### config.mk
export PLATFORM = sky130hd
export DESIGN_NAME = masked_signature_scanner
export DESIGN_NICKNAME = d
export VERILOG_FILES = /design/src/rtl/mss_pkg.sv /design/src/rtl/mss_cfg_regs.sv /design/src/rtl/mss_track.sv /design/src/rtl/mss_match.sv /design/src/rtl/mss_out_buf.sv /design/src/rtl/masked_signature_scanner.sv
export VERILOG_INCLUDE_DIRS = /design/src /design/src/rtl
export SDC_FILE = /design/constraint.sdc
export NUM_CORES = 1
export LEC_CHECK = 0
export BUFFER_PORTS_ARGS = -buffer_cell sky130_fd_sc_hd__buf_2
export CAP_MARGIN = 15
export CELL_PAD_IN_SITES_DETAIL_PLACEMENT = 0
export CELL_PAD_IN_SITES_GLOBAL_PLACEMENT = 1
export CORE_MARGIN = 5
export CORE_UTILIZATION = 55
export CTS_CLUSTER_DIAMETER = 150
export DETAILED_ROUTE_END_ITERATION = 10
export HOLD_SLACK_MARGIN = 0.12
export PLACE_DENSITY_LB_ADDON = 0.1
export REMOVE_ABC_BUFFERS = 1
export SYNTH_ARGS = -nofsm -noshare
export SYNTH_HDL_FRONTEND = slang
export SYNTH_SLANG_ARGS = --single-unit
### constraint.sdc
create_clock -name clk -period 14 [get_ports clk]
set_input_delay 2.1 -clock clk [delete_from_list [all_inputs] [get_ports clk]]
set_output_delay 2.1 -clock clk [all_outputs]
set_load 0.02 [all_outputs]
### src/rtl/masked_signature_scanner_defines.svh
// Assertion macros for the signature scanner.
// Each check samples on the rising edge of clk and is off while rst_n is low.
`ifndef MASKED_SIGNATURE_SCANNER_DEFINES_SVH
`define MASKED_SIGNATURE_SCANNER_DEFINES_SVH

`ifndef SYNTHESIS
`define MSS_ASSERT(lbl, prop) \
    lbl: assert property (@(posedge clk) disable iff (!rst_n) prop) \
        else $error("mss check failed");
`define MSS_ASSERT_MSG(lbl, prop, msg) \
    lbl: assert property (@(posedge clk) disable iff (!rst_n) prop) \
        else $error(msg);
`else
`define MSS_ASSERT(lbl, prop)
`define MSS_ASSERT_MSG(lbl, prop, msg)
`endif

`endif

### src/rtl/mss_pkg.sv
`default_nettype none

package mss_pkg;

    localparam int MAX_PATTERN_DEF = 16;
    localparam int SEEN_W          = 33;
    localparam int LEN_W           = 5;
    localparam int ADDR_W          = 32;
    localparam int CARE_W          = 16;
    localparam int PAT_W           = 128;
    localparam int CFG_IDX_W       = 3;
    localparam int CFG_DATA_W      = 64;

    // register indexes
    localparam logic [CFG_IDX_W-1:0] REG_PATTERN_LOW    = 3'd0;
    localparam logic [CFG_IDX_W-1:0] REG_PATTERN_HIGH   = 3'd1;
    localparam logic [CFG_IDX_W-1:0] REG_CARE_MASK      = 3'd2;
    localparam logic [CFG_IDX_W-1:0] REG_PATTERN_LENGTH = 3'd3;
    localparam logic [CFG_IDX_W-1:0] REG_REGION_BASE    = 3'd4;

    localparam logic [CARE_W-1:0] CARE_RESET = 16'hFFFF;
    localparam logic [LEN_W-1:0]  LEN_RESET  = 5'd1;

    typedef struct packed {
        logic [PAT_W-1:0]  pattern;   // byte 0 in bits 7:0
        logic [CARE_W-1:0] care;
        logic [LEN_W-1:0]  used_len;  // already clamped to 1..MAX_PATTERN
        logic [ADDR_W-1:0] base;
    } cfg_t;

    typedef struct packed {
        logic [7:0] data_byte;
        logic       region_start;
        logic       region_end;
    } item_t;

    typedef struct packed {
        logic              active;    // beat is scanned, not ignored
        logic [SEEN_W-1:0] seen_new;  // byte count including this beat
    } view_t;

    typedef struct packed {
        logic              found;
        logic [ADDR_W-1:0] match_address;
    } res_t;

endpackage

`default_nettype wire

### src/rtl/mss_cfg_regs.sv
`default_nettype none

module mss_cfg_regs #(
    parameter int MAX_PATTERN = mss_pkg::MAX_PATTERN_DEF
) (
    input  wire logic                             clk,
    input  wire logic                             rst_n,
    input  wire logic                             cfg_valid,
    output logic                                  cfg_ready,
    input  wire logic [mss_pkg::CFG_IDX_W-1:0]    cfg_index,
    input  wire logic [mss_pkg::CFG_DATA_W-1:0]   cfg_data,
    output mss_pkg::cfg_t                         cfg
);

    logic [63:0]                 pat_lo_reg;
    logic [63:0]                 pat_hi_reg;
    logic [mss_pkg::CARE_W-1:0]  care_reg;
    logic [mss_pkg::LEN_W-1:0]   len_reg;
    logic [mss_pkg::ADDR_W-1:0]  base_reg;
    logic [mss_pkg::LEN_W-1:0]   used_len;

    localparam logic [mss_pkg::LEN_W-1:0] LEN_MAX = mss_pkg::LEN_W'(MAX_PATTERN);

    assign cfg_ready = 1'b1;

    always_ff @(posedge clk or negedge rst_n)
    begin
        if (!rst_n)
        begin
            pat_lo_reg <= '0;
            pat_hi_reg <= '0;
            care_reg   <= mss_pkg::CARE_RESET;
            len_reg    <= mss_pkg::LEN_RESET;
            base_reg   <= '0;
        end
        else if (cfg_valid && cfg_ready)
        begin
            unique case (cfg_index)
                mss_pkg::REG_PATTERN_LOW:    pat_lo_reg <= cfg_data;
                mss_pkg::REG_PATTERN_HIGH:   pat_hi_reg <= cfg_data;
                mss_pkg::REG_CARE_MASK:      care_reg   <= cfg_data[mss_pkg::CARE_W-1:0];
                mss_pkg::REG_PATTERN_LENGTH: len_reg    <= cfg_data[mss_pkg::LEN_W-1:0];
                mss_pkg::REG_REGION_BASE:    base_reg   <= cfg_data[mss_pkg::ADDR_W-1:0];
                default: ;
            endcase
        end
    end

    // zero acts as one, anything past the window depth as the depth
    always_comb
    begin
        if (len_reg == '0)
            used_len = mss_pkg::LEN_W'(1);
        else if (len_reg > LEN_MAX)
            used_len = LEN_MAX;
        else
            used_len = len_reg;
    end

    assign cfg.pattern  = {pat_hi_reg, pat_lo_reg};
    assign cfg.care     = care_reg;
    assign cfg.used_len = used_len;
    assign cfg.base     = base_reg;

endmodule

`default_nettype wire

### src/rtl/mss_track.sv
`default_nettype none

`include "masked_signature_scanner_defines.svh"

module mss_track #(
    parameter int MAX_PATTERN = mss_pkg::MAX_PATTERN_DEF
) (
    input  wire logic                        clk,
    input  wire logic                        rst_n,
    input  wire logic                        acc,
    input  wire mss_pkg::item_t              item,
    input  wire logic                        emit,
    output mss_pkg::view_t                   view,
    output logic [MAX_PATTERN-1:0][7:0]      win_new
);

    localparam int SW = mss_pkg::SEEN_W;

    logic [MAX_PATTERN-1:0][7:0] win_reg;
    logic [SW-1:0]               seen_reg;
    logic [SW-1:0]               seen_base;
    logic [SW-1:0]               seen_next;
    logic                        fin_reg;
    logic                        fin_base;
    logic                        fin_next;

    // a region start wipes the count and the finished flag before the beat
    assign seen_base = item.region_start ? '0 : seen_reg;
    assign fin_base  = item.region_start ? 1'b0 : fin_reg;

    always_comb
    begin
        view.active   = !fin_base;
        view.seen_new = (seen_base == {SW{1'b1}}) ? seen_base : seen_base + SW'(1);
        win_new[0]    = item.data_byte;
        for (int k = 1; k < MAX_PATTERN; k++)
            win_new[k] = win_reg[k-1];
    end

    assign seen_next = view.active ? view.seen_new : seen_base;
    assign fin_next  = fin_base | emit;

    always_ff @(posedge clk or negedge rst_n)
    begin
        if (!rst_n)
        begin
            seen_reg <= '0;
            fin_reg  <= 1'b0;
        end
        else if (acc)
        begin
            seen_reg <= seen_next;
            fin_reg  <= fin_next;
        end
    end

    // window entries older than the count are never compared, so no clear
    always_ff @(posedge clk)
    begin
        if (acc && view.active)
            win_reg <= win_new;
    end

    `MSS_ASSERT_MSG(a_ignored_beat_holds_count,
        acc && !item.region_start && fin_reg |=> $stable(seen_reg),
        "count moved on an ignored beat")
    `MSS_ASSERT(a_emit_only_when_active, emit |-> view.active)

endmodule

`default_nettype wire

### src/rtl/mss_match.sv
`default_nettype none

module mss_match #(
    parameter int MAX_PATTERN = mss_pkg::MAX_PATTERN_DEF
) (
    input  wire mss_pkg::cfg_t               cfg,
    input  wire mss_pkg::view_t              view,
    input  wire logic [MAX_PATTERN-1:0][7:0] win_new,
    input  wire logic                        region_end,
    output logic                             emit,
    output mss_pkg::res_t                    res
);

    localparam int IDX_W = (MAX_PATTERN > 1) ? $clog2(MAX_PATTERN) : 1;
    localparam int LW    = mss_pkg::LEN_W;

    logic [LW-1:0]          pos [MAX_PATTERN];
    logic [MAX_PATTERN-1:0] lane_ok;
    logic                   long_enough;
    logic                   hit;

    // signature byte i lines up with window entry used_len-1-i (newest at 0)
    always_comb
    begin
        for (int i = 0; i < MAX_PATTERN; i++)
        begin
            pos[i]     = cfg.used_len - LW'(i) - LW'(1);
            lane_ok[i] = !((LW'(i) < cfg.used_len) && cfg.care[i])
                         || (cfg.pattern[8*i +: 8] == win_new[pos[i][IDX_W-1:0]]);
        end
    end

    assign long_enough = view.seen_new >= {{(mss_pkg::SEEN_W-LW){1'b0}}, cfg.used_len};
    assign hit  = view.active && long_enough && (&lane_ok);
    assign emit = hit || (view.active && region_end);

    assign res.found         = hit;
    assign res.match_address = hit
        ? cfg.base + view.seen_new[mss_pkg::ADDR_W-1:0]
          - {{(mss_pkg::ADDR_W-LW){1'b0}}, cfg.used_len}
        : '0;

endmodule

`default_nettype wire

### src/rtl/mss_out_buf.sv
`default_nettype none

`include "masked_signature_scanner_defines.svh"

module mss_out_buf (
    input  wire logic    clk,
    input  wire logic    rst_n,
    input  wire logic    push,
    input  wire mss_pkg::res_t res_in,
    output logic         full,
    output logic         out_valid,
    input  wire logic    out_stall,
    output mss_pkg::res_t res_out
);

    logic          out_valid_reg;
    logic          skid_valid_reg;
    mss_pkg::res_t out_reg;
    mss_pkg::res_t skid_reg;
    logic          pop;

    assign pop       = out_valid_reg && !out_stall;
    assign full      = skid_valid_reg;
    assign out_valid = out_valid_reg;
    assign res_out   = out_reg;

    always_ff @(posedge clk or negedge rst_n)
    begin
        if (!rst_n)
        begin
            out_valid_reg  <= 1'b0;
            skid_valid_reg <= 1'b0;
        end
        else if (push)
        begin
            if (!out_valid_reg || pop)
                out_valid_reg <= 1'b1;
            else
                skid_valid_reg <= 1'b1;
        end
        else if (pop)
        begin
            if (skid_valid_reg)
                skid_valid_reg <= 1'b0;
            else
                out_valid_reg <= 1'b0;
        end
    end

    always_ff @(posedge clk)
    begin
        if (push)
        begin
            if (!out_valid_reg || pop)
                out_reg <= res_in;
            else
                skid_reg <= res_in;
        end
        else if (pop && skid_valid_reg)
        begin
            out_reg <= skid_reg;
        end
    end

    `MSS_ASSERT(a_skid_needs_head, skid_valid_reg |-> out_valid_reg)
    `MSS_ASSERT_MSG(a_no_push_when_full, push |-> !skid_valid_reg,
        "result pushed into a full buffer")
    `MSS_ASSERT(a_skid_fills_on_stall, $rose(skid_valid_reg) |-> $past(out_stall))

endmodule

`default_nettype wire

### src/rtl/masked_signature_scanner.sv
// Masked byte signature scanner.
// Input channel (in_valid / in_stall): one byte of a memory region per beat,
// in address order, with region_start on the first byte and region_end on the
// last. A beat moves when in_valid is high and in_stall is low.
// Output channel (out_valid / out_stall): one result per region, found=1 with
// match_address = region_base + offset of the first match, or found=0 and
// address 0 on the region's last byte. Beats after the result are dropped
// until the next region_start.
// Config channel (cfg_valid / cfg_ready, cfg_index, cfg_data): registers
// 0 pattern_low, 1 pattern_high, 2 care_mask, 3 pattern_length, 4 region_base;
// write only while the scanner is idle. cfg_ready is always high.
// Throughput: one byte per cycle while not stalled, set by the parallel
// compare of the 16-byte shift window. Latency: with the output buffer empty,
// the result appears on out_valid the cycle after the byte that completes it
// is accepted. Stall: a two-entry output buffer holds results; in_stall rises
// only once both entries are full and drops as soon as one is taken.
// Reset (rst_n, async low): registers return to their defaults, the byte
// count and finished flag clear, and the output buffer empties.
`default_nettype none

module masked_signature_scanner #(
    parameter int MAX_PATTERN = mss_pkg::MAX_PATTERN_DEF
) (
    input  wire logic                           clk,
    input  wire logic                           rst_n,
    input  wire logic                           in_valid,
    output logic                                in_stall,
    input  wire logic [7:0]                     data_byte,
    input  wire logic                           region_start,
    input  wire logic                           region_end,
    output logic                                out_valid,
    input  wire logic                           out_stall,
    output logic                                found,
    output logic [mss_pkg::ADDR_W-1:0]          match_address,
    input  wire logic                           cfg_valid,
    output logic                                cfg_ready,
    input  wire logic [mss_pkg::CFG_IDX_W-1:0]  cfg_index,
    input  wire logic [mss_pkg::CFG_DATA_W-1:0] cfg_data
);

    mss_pkg::cfg_t               cfg;
    mss_pkg::item_t              item;
    mss_pkg::view_t              view;
    mss_pkg::res_t               res_new;
    mss_pkg::res_t               res_out;
    logic [MAX_PATTERN-1:0][7:0] win_new;
    logic                        acc;
    logic                        emit;
    logic                        buf_full;

    assign item.data_byte    = data_byte;
    assign item.region_start = region_start;
    assign item.region_end   = region_end;

    // accept a beat whenever the output buffer has a free entry
    assign in_stall = buf_full;
    assign acc      = in_valid && !in_stall;

    mss_cfg_regs #(
        .MAX_PATTERN (MAX_PATTERN)
    ) u_cfg (
        .clk       (clk),
        .rst_n     (rst_n),
        .cfg_valid (cfg_valid),
        .cfg_ready (cfg_ready),
        .cfg_index (cfg_index),
        .cfg_data  (cfg_data),
        .cfg       (cfg)
    );

    // window, saturating byte count, finished flag
    mss_track #(
        .MAX_PATTERN (MAX_PATTERN)
    ) u_track (
        .clk     (clk),
        .rst_n   (rst_n),
        .acc     (acc),
        .item    (item),
        .emit    (emit),
        .view    (view),
        .win_new (win_new)
    );

    // parallel masked compare and address
    mss_match #(
        .MAX_PATTERN (MAX_PATTERN)
    ) u_match (
        .cfg        (cfg),
        .view       (view),
        .win_new    (win_new),
        .region_end (region_end),
        .emit       (emit),
        .res        (res_new)
    );

    mss_out_buf u_out (
        .clk       (clk),
        .rst_n     (rst_n),
        .push      (acc && emit),
        .res_in    (res_new),
        .full      (buf_full),
        .out_valid (out_valid),
        .out_stall (out_stall),
        .res_out   (res_out)
    );

    assign found         = res_out.found;
    assign match_address = res_out.match_address;

endmodule

`default_nettype wire
# == After elaboration in Yosys (flattened, before gate mapping) ==
# Index checks and enable logic that the tools add are counted.
# totals
in_bits,82
ff_bits,403
output_inout_bits,36
# op_classes
reduce_logical,76
n_eq_ne,24
mux,49
n_bitwise,2
magnitude_cmp,34
n_addsub,33
# op_table
cell,count
8-bit binary-select mux with 4-bit select,16
33-bit 2-to-1 mux,6
8-bit == test,16
8-bit 2-to-1 mux,16
"4-bit by 5-bit < comparator with 1-bit output, second input constant",16
"4-bit by 1-bit subtractor with 4-bit output, second input constant",16
"4-bit by 5-bit < comparator with 1-bit output, first input constant",8
"33-bit by 1-bit adder with 33-bit output, second input constant",1
"33-bit == test, second input constant",1
33-bit by 5-bit >= comparator with 1-bit output,1
32-bit adder,1
32-bit 2-to-1 mux,1
32-bit by 5-bit subtractor with 32-bit output,1
"4-bit subtractor, second input constant",8
1-bit logical AND,24
1-bit logical NOT,20
"3-bit by 5-bit < comparator with 1-bit output, first input constant",4
1-bit logical OR,18
16-bit AND reduction,1
2-bit AND reduction,8
"4-bit by 3-bit subtractor with 4-bit output, second input constant",4
"1-bit by 5-bit < comparator with 1-bit output, first input constant",2
"2-bit by 5-bit < comparator with 1-bit output, first input constant",2
5-bit 2-to-1 mux,2
other kinds (14),25

# == Logic depth before layout (Yosys ltp) ==
# depth
ltp_word,15
ltp_mapped,28

# == By module ==
# Synthesis repeated with hierarchy kept, for this count alone.
# hier_totals
cells_unflattened,2148
area_unflattened_um2,28548.6
# by_module_without_submodules
module,seq_area_each_um2,n_inst,area_each_um2,cells_each
mss_match,0.0,1,11752.5,1135
mss_cfg_regs,4550.6,1,7597.3,396
mss_track,4454.3,1,6567.5,501
mss_out_buf,2031.9,1,2616.3,114
masked_signature_scanner,0.0,1,15.0,2

# == Worst setup path before layout ==
# OpenSTA, ideal clock, no wires.
# synth_timing
kind,input -> register
startpoint,input port region_start
endpoint,"register u_out.out_reg, in the netlist u_out.res_out[0] (enable)"
setup_time_ns,0.477
path_stages,25
arrival_ns,9.210
setup_slack_ns,4.313
path_cell_list,clkbuf_1 -> buf_1 -> clkbuf_1 -> nor2b_1 -> ha_1 -> nand2_1 -> or4_1 -> clkbuf_1 -> nor4_1 -> clkbuf_1 -> nor2_1 -> nand2_1 -> xor2_1 -> nor2_1 -> ha_1 -> a21o_1 -> a221o_1 -> nor4_1 -> nand4_1 -> nor4_1 -> a311oi_1 -> o221ai_1 -> nor4_4 -> nand2_2 -> a221oi_1
# synth_via
elab_chain_len,10
word_cells_on_any_way,15
classes_between,add/sub (1); order compare (1); eq/ne (2); mux (3); reduce/logical (8)
# synth_lines
element,line,source
from (decl),masked_signature_scanner.sv:29,"input wire logic region_start,"
33-bit 2-to-1 mux,mss_track.sv:28,assign seen_base = item.region_start ? '0 : seen_reg;
33-bit by 1-bit adder with 33-bit output / 33-bit == test (equally long branches),mss_track.sv:34,view.seen_new = (seen_base == {SW{1'b1}}) ? seen_base : seen_base + SW'(1);
33-bit 2-to-1 mux,mss_track.sv:34,
33-bit by 5-bit >= comparator with 1-bit output,mss_match.sv:33,"assign long_enough = view.seen_new >= {{(mss_pkg::SEEN_W-LW){1'b0}}, cfg.used_len};"
1-bit logical AND (2 in series),mss_match.sv:34,assign hit = view.active && long_enough && (&lane_ok);
1-bit logical OR (*),mss_match.sv:35,assign emit = hit || (view.active && region_end);
1-bit logical AND (*),masked_signature_scanner.sv:99,".push (acc && emit),"
2-bit != test (no source line) / 2-bit nonzero test (equally long branches),--,
2-bit AND reduction (no source line) (*),--,
to (signal assigned),mss_out_buf.sv:55,out_reg <= res_in;
to (signal assigned),mss_out_buf.sv:61,out_reg <= skid_reg;
to (decl),mss_out_buf.sv:18,mss_pkg::res_t out_reg;
# Every way passes the cells marked *; elsewhere a longest branch is shown, timed or not.
# A chain may end at the register's enable or synchronous reset.

# == Worst setup path after layout ==
# layout_timing
startpoint,input port region_start
endpoint,register u_out.skid_reg[6] (netlist bit) (enable)
# layout_via
elab_chain_len,9
word_cells_on_any_way,13
classes_between,add/sub (1); order compare (1); eq/ne (1); mux (3); reduce/logical (7)
# layout_lines
element,line,source
33-bit 2-to-1 mux,mss_track.sv:28,
33-bit by 1-bit adder with 33-bit output / 33-bit == test (equally long branches),mss_track.sv:34,
33-bit 2-to-1 mux,mss_track.sv:34,
33-bit by 5-bit >= comparator with 1-bit output,mss_match.sv:33,
1-bit logical AND (2 in series),mss_match.sv:34,
1-bit logical OR (*),mss_match.sv:35,
1-bit logical AND (*),masked_signature_scanner.sv:99,
2-bit AND reduction (no source line) (*),--,
to (signal assigned),mss_out_buf.sv:57,skid_reg <= res_in;
to (decl),mss_out_buf.sv:19,mss_pkg::res_t skid_reg;
# Marks and branches as above.

==> impl_metrics.json <==
{
  "synth_seq_cells": 403,
  "area.growth.synth_to_final_pct": 10.3,
  "fin_worst_skew_ns": 0.0178,
  "largest_reg_flops": 120,
  "path_class": "in -> reg",
  "post_drt_wl_per_cell_um": 26.8,
  "grt_overflow": 0,
  "yosys.area.top_type": "edfxtp_1",
  "synth_seq_area_share_pct": 39.9,
  "synth_area_leaders": "edfxtp_1 (20%), dfrtp_1 (18%), mux2i_1 (12%)",
  "min_period_over_period_pct": 60.1,
  "first_pass_iters": 8,
  "hold_path.class": "reg -> reg",
  "synth_edf_count": 186,
  "clk_latency_ns": 0.60,
  "n_antenna_cell": 0,
  "port_buffers": 116,
  "die_h_um": 234,
  "nets": 2631,
  "rsz0062_at_grt": "no",
  "dp_cells": 3095,
  "place_hpwl_um": 62600,
  "worstHoldStart": "u_cfg.pat_hi_reg[51]",
  "cts_setup_buffers": 0,
  "fin_crit_ns": 8.41,
  "syn_area_per_cell_um2": 11.5,
  "hold_buffers": 0,
  "drt_iter0_drc": 2023,
  "layout_common_cells": "mux2i_1 (341), nand2_1 (217), dfrtp_1 (200)",
  "clkSinkCount": 403,
  "core-area_um2": 50000,
  "syn_inst": 2413,
  "drc": 0,
  "cap_viol_max_count": 0,
  "start_util_pct": 55.4,
  "max-slew-margin-rel_pct": 18.0,
  "dieArea_um2": 54900,
  "clockRootBuffer": "clkbuf_16",
  "cp.arrival_ns": 8.61,
  "synth-main-ff-cell": "dfrtp_1",
  "status": "finished, final reports clean",
  "final-hold-violation-count": 0,
  "antenna_found_initial": 1,
  "first_global_vias": 20300,
  "final_cell_count_no_fill": 3182,
  "synth_top_cell_area_share_pct": 20.2,
  "via_count": 20600,
  "cts_made_buffers": 45,
  "via_per_inst": 6.47,
  "dpl_cell_area_um2": 28900,
  "cts_max_level": 2,
  "setup_tns_ns": 0,
  "num_rows": 82,
  "grt_pass1_wl_um": 129000,
  "rr_startpoint": "u_cfg.len_reg[1]",
  "routed_wl_um": 85300,
  "worst_slew_pin_slew_ns": 1.21,
  "post-route-util_pct": 61.1,
  "ant_nets": 0,
  "final_area_um2": 30500,
  "p_per_area_nw_per_um2": 196,
  "tritoncts": "yes",
  "async_flop_share_pct": 53.8,
  "clk_pin_slew_worst_paths_ns": 0.07,
  "clockBufferDepth": 3,
  "drive_above_1_share_pct": 22.8,
  "slew_violations": 0,
  "cts_resized": 0,
  "die_w_um": 234,
  "grt_max_degree": 96,
  "synth.distinct_cells": 81,
  "cp-end-kind": "register",
  "grtUsageTotal_pct": 30.9,
  "final_common_cell": "mux2i_1",
  "power.leakage_nw": 12.7,
  "synth_warnings": 0,
  "gp_congestion": 0.954,
  "cp_max_fo": 36,
  "fmax_mhz": 119,
  "setup_viol": 0,
  "netlist_area_um2": 27700,
  "ios": 118,
  "ir_worst_vdd_mv": 0.167,
  "startpoint": "region_start",
  "cp_data_required_time_ns": 14.20,
  "startpoint_type": "input pin"
}
-- logic make-up after synthesis --
group	after synthesis	share of synthesized area, %
mux	631	29.4
xor+xnor	186	5.89
simple gates	505	8.91
fa+ha+maj	76	3.57
compound gates	359	8.56
other cells	1	0.0136
flops	403	39.9
buf+inv	252	3.75
-- power by group --
part / switching [mW] / internal (mW) / leakage, nW / total [mW]
Sequential: 0.160 / 1.44 / 4.41 / 1.60
Combinational: 1.78 / 1.30 / 7.49 / 3.08
Clock: 0.525 / 0.776 / 0.781 / 1.30
-- synthesized netlist by cell type, types with 8 or more instances --
| cell | n |
|---|---|
| dfstp_2 | 17 |
| xor2_1 | 43 |
| a221oi_1 | 13 |
| o21ai_0 | 85 |
| a22o_1 | 9 |
| a21o_1 | 16 |
| nor4_1 | 14 |
| inv_1 | 103 |
| edfxtp_1 | 186 |
| a22oi_1 | 33 |
| a211oi_1 | 9 |
| nand3_1 | 28 |
| nor2b_1 | 29 |
| nor2_1 | 83 |
| clkbuf_1 | 88 |
| xnor2_1 | 143 |
| nand2b_1 | 12 |
| nor3_1 | 18 |
| a221o_1 | 8 |
| and3_1 | 12 |
| o221ai_1 | 8 |
| dfrtp_1 | 200 |
| mux2i_1 | 341 |
| buf_2 | 23 |
| ha_1 | 71 |
| mux4_2 | 126 |
| and2_1 | 8 |
| a31oi_1 | 9 |
| a21oi_1 | 77 |
| nand3b_1 | 9 |
| nand2_1 | 217 |
| buf_1 | 20 |
| nand4_1 | 33 |
| o22ai_1 | 28 |
| o211ai_1 | 8 |
| mux2_2 | 160 |
| o2111ai_1 | 8 |
-- final cells by class --
class | count | area [um^2]
Clock buffer | 61 | 1350
Clock inverter | 23 | 274
Fill cell | 4142 | 19400
Inverter | 109 | 414
Multi-Input combinational cell | 1758 | 15700
Sequential cell | 403 | 11000
Tap cell | 672 | 841
Timing Repair Buffer | 156 | 898
-- stage by stage --
stage          hold slack [ns]  setup slack, ns  power, mW
3_5_place_dp             0.516             5.05       4.65
5_1_grt                  0.550             5.09       6.26
2_1_floorplan            0.465           -0.224       3.76
6_report                 0.527             5.59       5.98
3_3_place_gp             0.497             5.23       4.60
4_1_cts                  0.528             5.69       5.96
-- path summary, 6_finish.rpt --
check,to,slack [ns],cells after the start
min,u_cfg.pat_hi_reg[51],0.53,1
max,u_out.skid_reg[6],5.59,21
max in group asynchronous,u_track.seen_reg[17],11.06,2
min in group asynchronous,u_out.full,1.51,1
min reg2reg,u_cfg.pat_hi_reg[51],0.53,1
max reg2reg,u_out.skid_reg[6],5.74,14
-- layer usage --
layer | vias to the layer above | routed length [um] | share of wire (%) | track usage [%]
met3 | 178 | 5490 | 6.4 | 4.60
met2 | 847 | 41000 | 48 | 51.6
met5 | - | 0 | 0 | 0
li1 | 9169 | - | - | -
met4 | 0 | 4190 | 4.9 | 13.0
met1 | 10400 | 34600 | 41 | 40.6
-- worst max-delay path, stage by stage --
cell and delay, ns:
buf_2 0.31, nor2b_1 0.25, ha_1 0.30, nand2_1 0.14, or4_1 0.55, or4_1 0.69, nand2_1 0.14, xnor2_1 0.13
ha_1 0.33, nand2_1 0.05, o21ai_0 0.15, a21o_1 0.15, a221o_1 0.13, nor4_1 0.04, nand4_1 0.13, nor4_1 0.07
a311oi_1 0.44, o221ai_1 0.27, nor4_4 0.48, nand2_2 0.58, a21oi_4 1.13
Note: power is estimated with default switching activity, not from simulation.
